`config.mk`:
```
export PLATFORM = sky130hd
export DESIGN_NAME = ipv4rt_ctrl
export DESIGN_NICKNAME = d
export VERILOG_FILES = /design/src/rtl/core/ipv4rt_pkg.sv /design/src/rtl/core/ipv4rt_ctrl.sv
export SDC_FILE = /design/constraint.sdc
export NUM_CORES = 1
export LEC_CHECK = 0
export BUFFER_PORTS_ARGS = -buffer_cell sky130_fd_sc_hd__clkbuf_2
export CORE_AREA = 2 2 39 41
export CTS_BUF_LIST = sky130_fd_sc_hd__clkbuf_8 sky130_fd_sc_hd__clkbuf_16
export DETAILED_ROUTE_END_ITERATION = 8
export DIE_AREA = 0 0 41 43
export GPL_TIMING_DRIVEN = 0
export PLACE_DENSITY = 0.7
export SETUP_SLACK_MARGIN = 0.05
export SYNTH_ARGS = -nofsm -noshare
export SYNTH_HDL_FRONTEND = slang
export SYNTH_SLANG_ARGS = --single-unit
```
`constraint.sdc`:
```
create_clock -name clk -period 1.6 [get_ports clk]
set_input_delay 0 -clock clk [delete_from_list [all_inputs] [get_ports clk]]
set_output_delay 0 -clock clk [all_outputs]
set_load 0.1 [all_outputs]
```
`src/rtl/core/ipv4rt_pkg.sv`:
```
// Package for the IPv4 route table: sizes, request and status codes,
// payload structs and the controller/datapath command interface.
// No dependencies.
package ipv4rt_pkg;

	localparam int TABLE_DEPTH    = 64;
	localparam int MAX_HOPS       = 4;
	localparam int NUM_LOCAL_ADDR = 4;

	localparam int TAW    = $clog2(TABLE_DEPTH);
	localparam int HW     = (MAX_HOPS > 1) ? $clog2(MAX_HOPS) : 1;
	localparam int HOP_AW = $clog2(TABLE_DEPTH * MAX_HOPS);

	localparam logic [2:0] RQ_ADD  = 3'd0;
	localparam logic [2:0] RQ_DEL  = 3'd1;
	localparam logic [2:0] RQ_CLR  = 3'd2;
	localparam logic [2:0] RQ_FWD  = 3'd3;
	localparam logic [2:0] RQ_ORIG = 3'd4;

	localparam logic [3:0] ST_NEW_ROUTE = 4'd0;
	localparam logic [3:0] ST_HOP_ADDED = 4'd1;
	localparam logic [3:0] ST_NO_CHANGE = 4'd2;
	localparam logic [3:0] ST_DUPLICATE = 4'd3;
	localparam logic [3:0] ST_HOPS_FULL = 4'd4;
	localparam logic [3:0] ST_TBL_FULL  = 4'd5;
	localparam logic [3:0] ST_DELETED   = 4'd6;
	localparam logic [3:0] ST_NOT_FOUND = 4'd7;
	localparam logic [3:0] ST_CLEARED   = 4'd8;
	localparam logic [3:0] ST_NO_ROUTE  = 4'd9;
	localparam logic [3:0] ST_LOCAL     = 4'd10;
	localparam logic [3:0] ST_DIRECT    = 4'd11;
	localparam logic [3:0] ST_GATEWAY   = 4'd12;
	localparam logic [3:0] ST_TTL_EXP   = 4'd13;

	localparam logic [2:0] REG_LOOPBACK = 3'd0;
	localparam logic [2:0] REG_LOCAL0   = 3'd1;
	localparam logic [2:0] REG_LOCAL1   = 3'd2;
	localparam logic [2:0] REG_LOCAL2   = 3'd3;
	localparam logic [2:0] REG_LOCAL3   = 3'd4;
	localparam logic [2:0] REG_LOC_EN   = 3'd5;

	typedef struct packed {
		logic [2:0]  req_type;
		logic [31:0] dest_addr;
		logic [5:0]  prefix_len;
		logic        has_gateway;
		logic [31:0] gateway_addr;
		logic [3:0]  gateway_port;
		logic [31:0] cost_in;
		logic [7:0]  ttl_in;
	} req_t;

	typedef struct packed {
		logic [3:0]  status;
		logic [31:0] next_hop_addr;
		logic [3:0]  out_port;
		logic [7:0]  ttl_out;
		logic [31:0] route_cost;
	} rsp_t;

	typedef struct packed {
		logic [31:0]      prefix;
		logic [5:0]       len;
		logic             direct;
		logic [31:0]      cost;
		logic [HW-1:0]    rot;
	} ent_t;

	typedef struct packed {
		logic        present;
		logic [31:0] gw;
		logic [3:0]  port;
	} hop_t;

	typedef struct packed {
		logic [31:0]      loopback;
		logic [3:0][31:0] local_addr;
		logic [3:0]       local_en;
	} cfg_t;

	typedef enum logic [3:0] {
		CMD_NONE, CMD_LOAD, CMD_SCAN, CMD_DECIDE, CMD_HOP_CHK, CMD_HOP_WR,
		CMD_NEW, CMD_INIT, CMD_RR_CHK0, CMD_RR_CHK1, CMD_RR_WB, CMD_RESULT
	} cmd_t;

	typedef enum logic [3:0] {
		S_IDLE, S_SCAN, S_DECIDE, S_HOP_RD, S_HOP_CHK, S_HOP_WR, S_NEW, S_INIT,
		S_RR_RD0, S_RR_CHK0, S_RR_RD1, S_RR_CHK1, S_RR_WB, S_FIN
	} state_t;

	typedef struct packed {
		logic scan_done;
		logic need_hop;
		logic need_new;
		logic need_rr;
		logic hop_free;
		logic hop_dup;
		logic hop_last;
		logic rr_retry;
		logic out_free;
	} stat_t;

	function automatic logic [31:0] len_mask(input logic [5:0] len);
		if (len == 6'd0)
			return 32'h0;
		return 32'hFFFF_FFFF << (6'd32 - len);
	endfunction

endpackage

```
`src/rtl/core/ipv4rt_ctrl.sv`:
```
// Controller state machine for the route table: sequences scan, hop
// handling and result hand-off. Depends on ipv4rt_pkg.
module ipv4rt_ctrl import ipv4rt_pkg::*; (
	input  logic  clk,
	input  logic  arst_n,
	input  logic  req_valid,
	output logic  busy,
	input  stat_t stat,
	output cmd_t  cmd
);

	state_t state_q, state_nx;

	always_ff @(posedge clk or negedge arst_n) begin
		if (!arst_n)
			state_q <= S_IDLE;
		else
			state_q <= state_nx;
	end

	always_comb begin
		state_nx = state_q;
		case (state_q)
			S_IDLE:    if (req_valid) state_nx = S_SCAN;
			S_SCAN:    if (stat.scan_done) state_nx = S_DECIDE;
			S_DECIDE: begin
				if (stat.need_hop)
					state_nx = S_HOP_RD;
				else if (stat.need_new)
					state_nx = S_NEW;
				else if (stat.need_rr)
					state_nx = S_RR_RD0;
				else
					state_nx = S_FIN;
			end
			S_HOP_RD:  state_nx = S_HOP_CHK;
			S_HOP_CHK: begin
				if (stat.hop_free)
					state_nx = S_HOP_WR;
				else if (stat.hop_dup || stat.hop_last)
					state_nx = S_FIN;
				else
					state_nx = S_HOP_RD;
			end
			S_HOP_WR:  state_nx = S_FIN;
			S_NEW:     state_nx = S_INIT;
			S_INIT:    if (stat.hop_last) state_nx = S_FIN;
			S_RR_RD0:  state_nx = S_RR_CHK0;
			S_RR_CHK0: begin
				if (stat.rr_retry)
					state_nx = S_RR_RD0;
				else if (stat.hop_last)
					state_nx = S_RR_WB;
				else
					state_nx = S_RR_RD1;
			end
			S_RR_RD1:  state_nx = S_RR_CHK1;
			S_RR_CHK1: state_nx = S_RR_WB;
			S_RR_WB:   state_nx = S_FIN;
			S_FIN:     if (stat.out_free) state_nx = S_IDLE;
			default:   state_nx = S_IDLE;
		endcase
	end

	always_comb begin
		cmd  = CMD_NONE;
		busy = (state_q != S_IDLE);
		case (state_q)
			S_IDLE:    if (req_valid) cmd = CMD_LOAD;
			S_SCAN:    cmd = CMD_SCAN;
			S_DECIDE:  cmd = CMD_DECIDE;
			S_HOP_CHK: cmd = CMD_HOP_CHK;
			S_HOP_WR:  cmd = CMD_HOP_WR;
			S_NEW:     cmd = CMD_NEW;
			S_INIT:    cmd = CMD_INIT;
			S_RR_CHK0: cmd = CMD_RR_CHK0;
			S_RR_CHK1: cmd = CMD_RR_CHK1;
			S_RR_WB:   cmd = CMD_RR_WB;
			S_FIN:     if (stat.out_free) cmd = CMD_RESULT;
			default:   cmd = CMD_NONE;
		endcase
	end

endmodule

```
After elaboration in Yosys (flattened, before gate mapping)
Index checks and enable logic that the tools add are counted.
- bits in registers: 4
- logic and storage cells: 38
- output and inout bits: 5
- eq/ne operators: 17
- reduce and logical (&&, ||, !) cells: 5
- muxes and demuxes: 15
- operators with widths (operator ; number):
    4-bit case mux with 13 select lines ; 1
    4-bit case mux with 11 select lines ; 1
    4-bit two-way mux ; 9
    4-bit equality test, second input constant ; 6
    4-bit by 3-bit equality test with 1-bit output, second input constant ; 4
    3-bit two-way mux ; 3
    4-bit by 2-bit equality test with 1-bit output, second input constant ; 2
    2-bit inequality test, second input constant ; 4
    4-bit by 1-bit equality test with 1-bit output, second input constant ; 1
    4-bit logical NOT ; 1
    4-bit AND reduction ; 1
    4-bit nonzero test ; 1
    2-bit OR reduction ; 1
    1-bit logical OR ; 1
    1-bit two-way mux ; 1

Longest topological paths before layout
Gate-level depths: netlist of run 1.
- word-level depth: 4
- mapped depth: 6
- mapped depth without buffers: 5

Least setup slack after synthesis of run 1
OpenSTA, ideal clock, no wires.
- path type: reg-to-output
- from: reg state_q[0]
- to: out cmd[1]
- arrival time: 2.974 ns
- stages on the path, launching flop included: 5
- path slack: -1.374 ns
- data required time: 1.600 ns
- buffers on the path: 1
- cell sequence: dfrtp_1 -> clkbuf_8 -> and2b_2 -> nor2_1 -> o21ai_0
- longest elaborated chain between the ends: 2
- elaborated cells on any way between the ends: 12
- those cells by class: eq/ne: 10; mux: 1; reduce/logical: 1
- ends and longest elaborated chain (what ; line ; RTL):
    start, declared ; ipv4rt_ctrl.sv:12 ; state_t state_q, state_nx;
    start signal, assigned ; ipv4rt_ctrl.sv:18 ; state_q <= state_nx;
    4-bit equality test, or another cell as far along ; ipv4rt_ctrl.sv:68 ; case (state_q)
    4-bit case mux with 11 select lines * ; ipv4rt_ctrl.sv:68 ;
    end, declared ; ipv4rt_ctrl.sv:9 ; output cmd_t cmd
Mark *: on every way between the ends. The rest lies on a longest branch, timed or not.

Worst setup path after layout of run 1
- from: reg state_q[1]
- to: reg state_q[2]
- longest elaborated chain between the ends: 3
- elaborated cells on any way between the ends: 21
- those cells by class: eq/ne: 17; mux: 1; reduce/logical: 3
- ends and longest elaborated chain (what ; line ; RTL):
    4-bit equality test, or another cell as far along ; ipv4rt_ctrl.sv:23 ; case (state_q)
    2-bit OR reduction (no source line) or 2-bit inequality test (tied branches) ; - ;
    4-bit case mux with 13 select lines or 4-bit AND reduction (tied branches) ; - ;
Several ways; a longest one is shown, not always the timed one.
A chain may end at the register's enable or synchronous reset.

==> flow_summary.ini, run 1 <==
[detailed_routing]
avgViaCountPerCell = 5.487
final_antenna_net_count = 0
vias = 631
wl_per_cell_um = 13.40
wl_mm = 1.541
drt_iter0_drc = 13
dr.pass1.iters = 4
drc = 0

[synth]
synth_area_leader_cell = dfrtp_1
synth_area_um2 = 556.8
synth_top_area_share_pct = 17.98
ys_types = 33
ys.flop_type = dfrtp_1
synth-seq-cells = 4
ys_seq_area_share_pct = 17.98
synth_edf_count = 0
syn-instance-count = 70
avgSynthCellArea_um2 = 7.954
yosysWarnings = 0
async_flop_share_pct = 100.0
netlist_top_cells_area = dfrtp_1 (18%), nor2_1 (6.7%), o21ai_0 (6.3%)
syn_nets = 82

[floorplanning]
start_util_pct = 40.24
num_rows = 14
dieArea_mm2 = 0.001763
io_pins = 17
die_width_um = 41
fp.dieH_um = 43
core_area_mm2 = 0.001384

[timing]
rsz0062_at_grt = true
slew_violations = 0
post-route-period-util_pct = 96.14
final_hold_viol_count = 0
skew_ps = 3.699
setup_tns_ps = 0
max_freq_ghz = 0.6501
period_minus_slack_ps = 1538
slew_headroom_pct = 64.23
worst_pin_slew_ps = 538.9
setup_violations = 0

[clock_network]
path_clk_slew_ps = 30
cts_buffer_depth = 2
cts_tree = yes
cts.sinks = 4
htreeDepth = 1
clk-insertion-delay-late_ps = 210
cts_root_buf = clkbuf_8
cts_inserted_buffers = 3

[global_routing]
grt_max_degree = 11
grt_pass1_vias = 577
grt_util_all_layers_pct = 19.09
overflow = 0
antenna_found_initial = 0
grt_pass1_wl_mm = 2.318

[worst_setup_path]
crit_required_ps = 1710
end_kind = flip-flop
crit_path_start_kind = flip-flop
crit_arrival_ps = 1650
worstSetupPathType = reg -> reg
path_max_fanout = 5

[placement]
postPlaceCellArea_um2 = 689.4
place.port_buffers = 16
place.gp.congestion = 0.9273
dp_hpwl_mm = 1.039

[final_layout]
largest_reg_flops = 4
nNetsFinal = 113
postLayoutCellArea_um2 = 890.9
regMostFlops = state_q
reg_top3 = state_q x4
n_antenna_cell = 0
areaGrowthSynthToFinish_pct = 60.00
drive_gt1_share_pct = 56.57

[worst_hold_path]
hp-class = in -> async

[job]
drv_cap = 0

[run_status]
outcome = completed
-- through the flow --
| stage | hold slack [ps] | std cells | setup WS (ps) | utilization (%) |
|---|---|---|---|---|
| 6_report | 128.3 | 115 | 61.75 | 64.38 |
| 5_1_grt | 138.7 | 115 | 6.458 | 64.38 |
| 4_1_cts | 118.2 | 107 | 19.10 | 57.32 |
| 3_5_place_dp | -191.7 | 102 | -38.83 | 49.82 |
| 3_3_place_gp | -194.9 | 102 | -49.92 | 49.82 |
| 2_1_floorplan | -295.6 | 70 | -95.24 | - |
-- metal layers --
layer  GRT usage, %  routed length, µm
met1          22.62                638
met2          30.63                820
met3          5.759                 74
met4          7.333                  8
met5              0                  0
-- worst paths after layout --
path	from	to	slack (ps)	cells after the start
setup / recovery	state_q[1]	state_q[2]	60	5
hold / removal	arst_n	state_q[3]	130	2
setup reg to reg	state_q[1]	state_q[2]	60	5
hold reg to reg	state_q[3]	state_q[1]	760	3
max in group asynchronous	arst_n	state_q[0]	1340	2
min in group clk	stat[0]	state_q[3]	160	3
-- worst max-delay path, stage by stage, from the launching register on --
cell,delay (ps)
dfrtp_2,430
nand2b_4,170
or4_4,410
nand4_1,110
a21oi_2,70
a311oi_2,240
-- synthesized netlist by cell type (all sizes together) (2+ instances only) --
cell type  count
o21ai          8
and2b          2
mux2           2
buf            2
a21oi          6
o21a           2
nand2          8
nor2          10
mux2i          2
nor3           5
clkbuf         3
dfrtp          4
-- placed cells by master, fill, tap and decap left out, drive strengths merged, types with 2 or more instances in the layout --
cell type / netlist / layout
clkbuf: 3 / 19
buf: 2 / 14
nor2: 10 / 10
nand2: 8 / 8
o21ai: 8 / 8
a21oi: 6 / 6
nor3: 5 / 5
dfrtp: 4 / 4
o21a: 2 / 2
and2b: 2 / 2
mux2: 2 / 2
mux2i: 2 / 2
-- layout make-up --
cell class	count	area, µm²
fillers	118	493.0
multi-input cells	60	459.2
repair buffers	26	202.7
flip-flops and latches	4	103.9
plain buffers	5	60.06
clock buffers	3	41.29
well taps	16	20.02
inverters	1	3.754
-- cells by family (layout without fill, tap and decap cells) --
| kind of cell | count (synthesis) | in the layout | synth area share [%] |
|---|---|---|---|
| AO/OA/AOI/OAI | 23 | 23 | 29.44 |
| buffers and inverters | 6 | 35 | 11.01 |
| flip-flops | 4 | 4 | 17.98 |
| multiplexers | 4 | 4 | 8.314 |
| AND/OR/NAND/NOR | 33 | 33 | 33.26 |
-- timing repair --
action / 4_1_cts / 5_1_grt
pin swaps: 2 / 6
hold buffers: 1 / 0
setup buffers: 1 / 8
gates resized for setup: 11 / 12
endpoints found under the hold margin: 4 / 0
setup endpoints to repair: 5 / 6
Power of run 1 is left out: the tool's default activity adds up to more than one toggle a clock period on the data nets, which glitch-free logic cannot reach.
==> run 2, diff against run 1 <==
- CTS_BUF_LIST: sky130_fd_sc_hd__clkbuf_8 sky130_fd_sc_hd__clkbuf_16 -> not set
==> run 2 against run 1 <==
Net effect: non-clock buffer count shrank 1; via count up 1.9%; flip-flop and latch count did not move; core utilization down 1.8 points; critical path type unchanged; highest routed layer unchanged.
==> flow_summary.ini, run 2 (same netlist as run 1, synthesis figures left out) <==
[detailed_routing]
final_antenna_net_count = 0
avgViaCountPerCell = 5.640
dr.pass1.iters = 4
drt_iter0_drc = 8
wl_per_cell_um = 13.09
wl_mm = 1.492
vias = 643
drc = 0

[floorplanning]
fp.dieH_um = 43
num_rows = 14
io_pins = 17
start_util_pct = 40.24
core_area_mm2 = 0.001384
dieArea_mm2 = 0.001763
die_width_um = 41

[worst_setup_path]
ff2ff_path_depth = 4
reg2reg_from = state_q[2]
crit_chain = or4_4, nand4_1, a21oi_2, a311oi_2
r2r_slack_ps = 70
crit_arrival_ps = 1660
end_kind = flip-flop
slowest_delay_ps = 550
slowest_stage = or4_4
r2r_end = state_q[2]
crit_required_ps = 1730
path_max_fanout = 7
crit_path_start_kind = flip-flop
worstSetupPathType = reg -> reg

[final_layout]
n_fill_cell = 116
n_antenna_cell = 0
final_common_cell = clkbuf_2
drive_gt1_share_pct = 59.18
regMostFlops = state_q
postLayoutCellArea_um2 = 865.8
areaGrowthSynthToFinish_pct = 55.51
stdcell_count = 114
post-route-util_pct = 62.57
most-common-layout-cells = clkbuf_2 (12), buf_4 (8), nor2_1 (6), nand2_1 (6)
nNetsFinal = 112
reg_top3 = state_q x4
multiInputGateArea_um2 = 464.2
register_area_um2 = 103.9
largest_reg_flops = 4

[timing]
slew_headroom_pct = 64.23
slew_violations = 0
whs_ps = 100.7
skew_ps = 2.475
max_freq_ghz = 0.6524
period_minus_slack_ps = 1533
worst_pin_slew_ps = 538.8
rsz0062_at_grt = true
final_hold_viol_count = 0
setup_violations = 0
post-route-period-util_pct = 95.80

[clock_network]
cts_inserted_buffers = 3
cts.sinks = 4
cts_root_buf = clkbuf_4
path_clk_slew_ps = 40
htreeDepth = 1
clk-insertion-delay-late_ps = 230
cts_buffer_depth = 2
cts_tree = yes

[run_status]
outcome = completed

[placement]
place_inst = 102
dp_hpwl_mm = 1.039
place.port_buffers = 16
postPlaceCellArea_um2 = 689.4
place.gp.congestion = 0.9273

[global_routing]
grt_pass1_wl_mm = 2.339
grt_max_degree = 11
overflow = 0
grt_util_all_layers_pct = 19.60
grt_pass1_vias = 576
antenna_found_initial = 0

[worst_hold_path]
hp-class = in -> async

[job]
drv_cap = 0
run 2: changes by cell type in the layout (fill, tap and decap cells not counted), sizes merged:
cell,delta
buf,-1
run 2: repair_timing:
item                                    CTS  global route
setup buffers                             2             6
endpoints found under the setup margin    5             5
gates resized for setup                  14            11
hold endpoints to repair                  4             0
pin swaps                                 2             6
hold buffers                              1             0
run 2: worst max path at each step:
stage               start         end  slack (ps)  cells past startpoint
2_1_floorplan  state_q[0]      cmd[1]        -100                      4
3_3_place_gp   state_q[1]  state_q[2]         -50                      5
3_5_place_dp   state_q[1]  state_q[2]         -40                      5
4_1_cts        state_q[3]      cmd[0]          30                      7
5_1_grt        state_q[0]  state_q[2]      -0.005                      5
6_report       state_q[2]  state_q[2]          70                      4
run 2: metrics by stage:
stage | setup TNS [ps] | worst slack [ps]
finish | 0 | 67.24
global route | -0.005440 | -0.005440
CTS | 0 | 33.82
floorplan | -95.24 | -95.24
global placement | -49.92 | -49.92
detailed placement | -58.99 | -38.83
run 2: area by class of cell:
class                           count  area share, %
Tap cell                           16          2.312
Multi-Input combinational cell     60          53.61
Inverter                            1         0.4335
Clock buffer                        3          2.601
Buffer                              5          6.936
Timing Repair Buffer               25          22.11
Sequential cell                     4          11.99
run 2: worst max-delay path, delay by kind of cell (launching register included):
family | cells | cell delay (ps)
simple gates | 2 | 660
compound gates | 2 | 310
flops | 1 | 470
run 2: per-layer routing:
layer / up-vias / global-route usage, % / wire (µm)
met3: 4 / 5.759 / 79
met4: 0 / 9.333 / 17
met2: 19 / 30.94 / 792
li1: 312 / - / -
met1: 308 / 22.95 / 602
met5: - / 0 / 0
Power of run 2 is left out for the same reason.
==> run 3, diff against run 2 <==
- MAX_ROUTING_LAYER: not set -> met4
- PLACE_DENSITY: 0.7 -> 0.75
==> run 3 against run 2 <==
Net effect: hold slack gained 20 ps; wire length grew 3.0%; non-clock buffer count shrank 2; global-route usage fell by 0.86 points; register-to-register slack is essentially flat; sequential share of layout area increased by 0.052 points; critical path depth up 2; maximum frequency decreased by 0.43%; cell count is 1.8% lower; cell area shrank 0.43%; via count down 0.47%; core utilization decreased by 0.27 points; critical endpoint unchanged; highest routed layer unchanged.
==> flow_summary.ini, run 3 (same netlist as run 1, synthesis figures left out) <==
[clock_network]
path_clk_slew_ps = 40
cts_tree = yes
cts_buffer_depth = 2
htreeDepth = 1
clk-insertion-delay-late_ps = 230
cts_root_buf = clkbuf_4
cts_inserted_buffers = 3
cts.sinks = 4

[worst_setup_path]
crit_path_start_kind = flip-flop
r2r_slack_ps = 60
cp_top_family = simple AND/OR/NAND/NOR gates
crit_arrival_ps = 1670
critPathBufInv = 1
path_depth = 6
end_kind = flip-flop
slowest_stage = dfrtp_2
ff2ff_path_depth = 6
worstSetupPathType = reg -> reg
r2r_end = state_q[2]
crit_required_ps = 1730
slowest_delay_ps = 460
path_max_fanout = 5
reg2reg_from = state_q[0]
cp-startpoint = state_q[0]
crit_chain = buf_8, nor2_2, nand3b_1, nand4_1, a21oi_2, a311oi_2
crit_path_end = state_q[2]

[placement]
place.port_buffers = 16
dp_hpwl_mm = 1.045
postPlaceCellArea_um2 = 689.4
place.gp.congestion = 0.9363

[timing]
slew_headroom_pct = 64.21
rsz0062_at_grt = true
skew_ps = 2.676
slew_violations = 0
final_hold_viol_count = 0
worst_pin_slew_ps = 539.1
post-route-period-util_pct = 96.21
setup_violations = 0
whs_ps = 120.4
period_minus_slack_ps = 1539
setup_tns_ps = 0
max_freq_ghz = 0.6496

[global_routing]
top_usage_layer = met2
grt_util_all_layers_pct = 18.74
grt_max_degree = 11
globalRouteMet3Util_pct = 3.141
grtUsageMet1_pct = 20.00
grt_pass1_vias = 578
overflow = 0
antenna_found_initial = 0
grt_pass1_wl_mm = 2.249
met2_usage_pct = 32.81

[final_layout]
nNetsFinal = 110
n_antenna_cell = 0
drive_gt1_share_pct = 53.13
final_common_cell = clkbuf_2
postLayoutCellArea_um2 = 862.1
reg_top3 = state_q x4
most-common-layout-cells = clkbuf_2 (12), nor2_1 (8), nand2_1 (7)
largest_reg_flops = 4
regMostFlops = state_q
areaGrowthSynthToFinish_pct = 54.83

[detailed_routing]
drt_iter0_drc = 32
wl_mm = 1.537
final_antenna_net_count = 0
vias = 640
drc = 0
dr.pass1.iters = 4
wl_per_cell_um = 13.72
avgViaCountPerCell = 5.714

[floorplanning]
fp.dieH_um = 43
die_width_um = 41
dieArea_mm2 = 0.001763
start_util_pct = 40.24
num_rows = 14
core_area_mm2 = 0.001384
io_pins = 17

[job]
drv_cap = 0

[worst_hold_path]
hp-class = in -> async

[run_status]
outcome = completed
==> run 3: worst register-to-register path, delay by kind of cell, from the launching register on <==
family / cells / cell delay (ps)
buf+inv: 1 / 160
compound gates: 2 / 300
simple gates: 3 / 510
flops: 1 / 460
==> run 3: how the worst min path moves through the flow <==
| stage | slack (ps) | cells after the start | to |
|---|---|---|---|
| floorplan | -300 | 0 | state_q[0] |
| global placement | -190 | 1 | state_q[2] |
| detailed placement | -190 | 1 | state_q[0] |
| CTS | 110 | 2 | state_q[2] |
| global route | 120 | 2 | state_q[2] |
| finish | 120 | 2 | state_q[1] |
==> run 3: repair_timing <==
item                                   CTS  global route
pin swaps                                2             6
resized for setup                       14             9
hold buffers                             1             0
setup endpoints to repair                5             5
setup buffers                            3             2
cloned                                   0             1
endpoints found under the hold margin    4             0
==> run 3: metal layers <==
metal / vias to the layer above / wire [µm]
met5: - / 0
met2: 29 / 833
li1: 309 / -
met3: 2 / 100
met4: 0 / 15
met1: 300 / 587
==> run 3: layout make-up <==
cell class                      instances  area, µm²
Tap cell                               16      20.02
Buffer                                  5      60.06
Timing Repair Buffer                   23      197.7
Inverter                                1      3.754
Multi-Input combinational cell         60      454.2
Fill cell                             121      521.8
Sequential cell                         4      103.9
Clock buffer                            3      22.52
==> run 3: per-stage QoR <==
step / cells / setup WS (ps) / util (%)
after global placement: 102 / -27.81 / 49.82
after CTS: 109 / 42.14 / 57.59
after detailed placement: 102 / -38.27 / 49.82
after floorplan: 70 / -95.24 / -
after global routing: 112 / -41.85 / 62.30
final: 112 / 60.67 / 62.30
Power of run 3 is left out for the same reason.
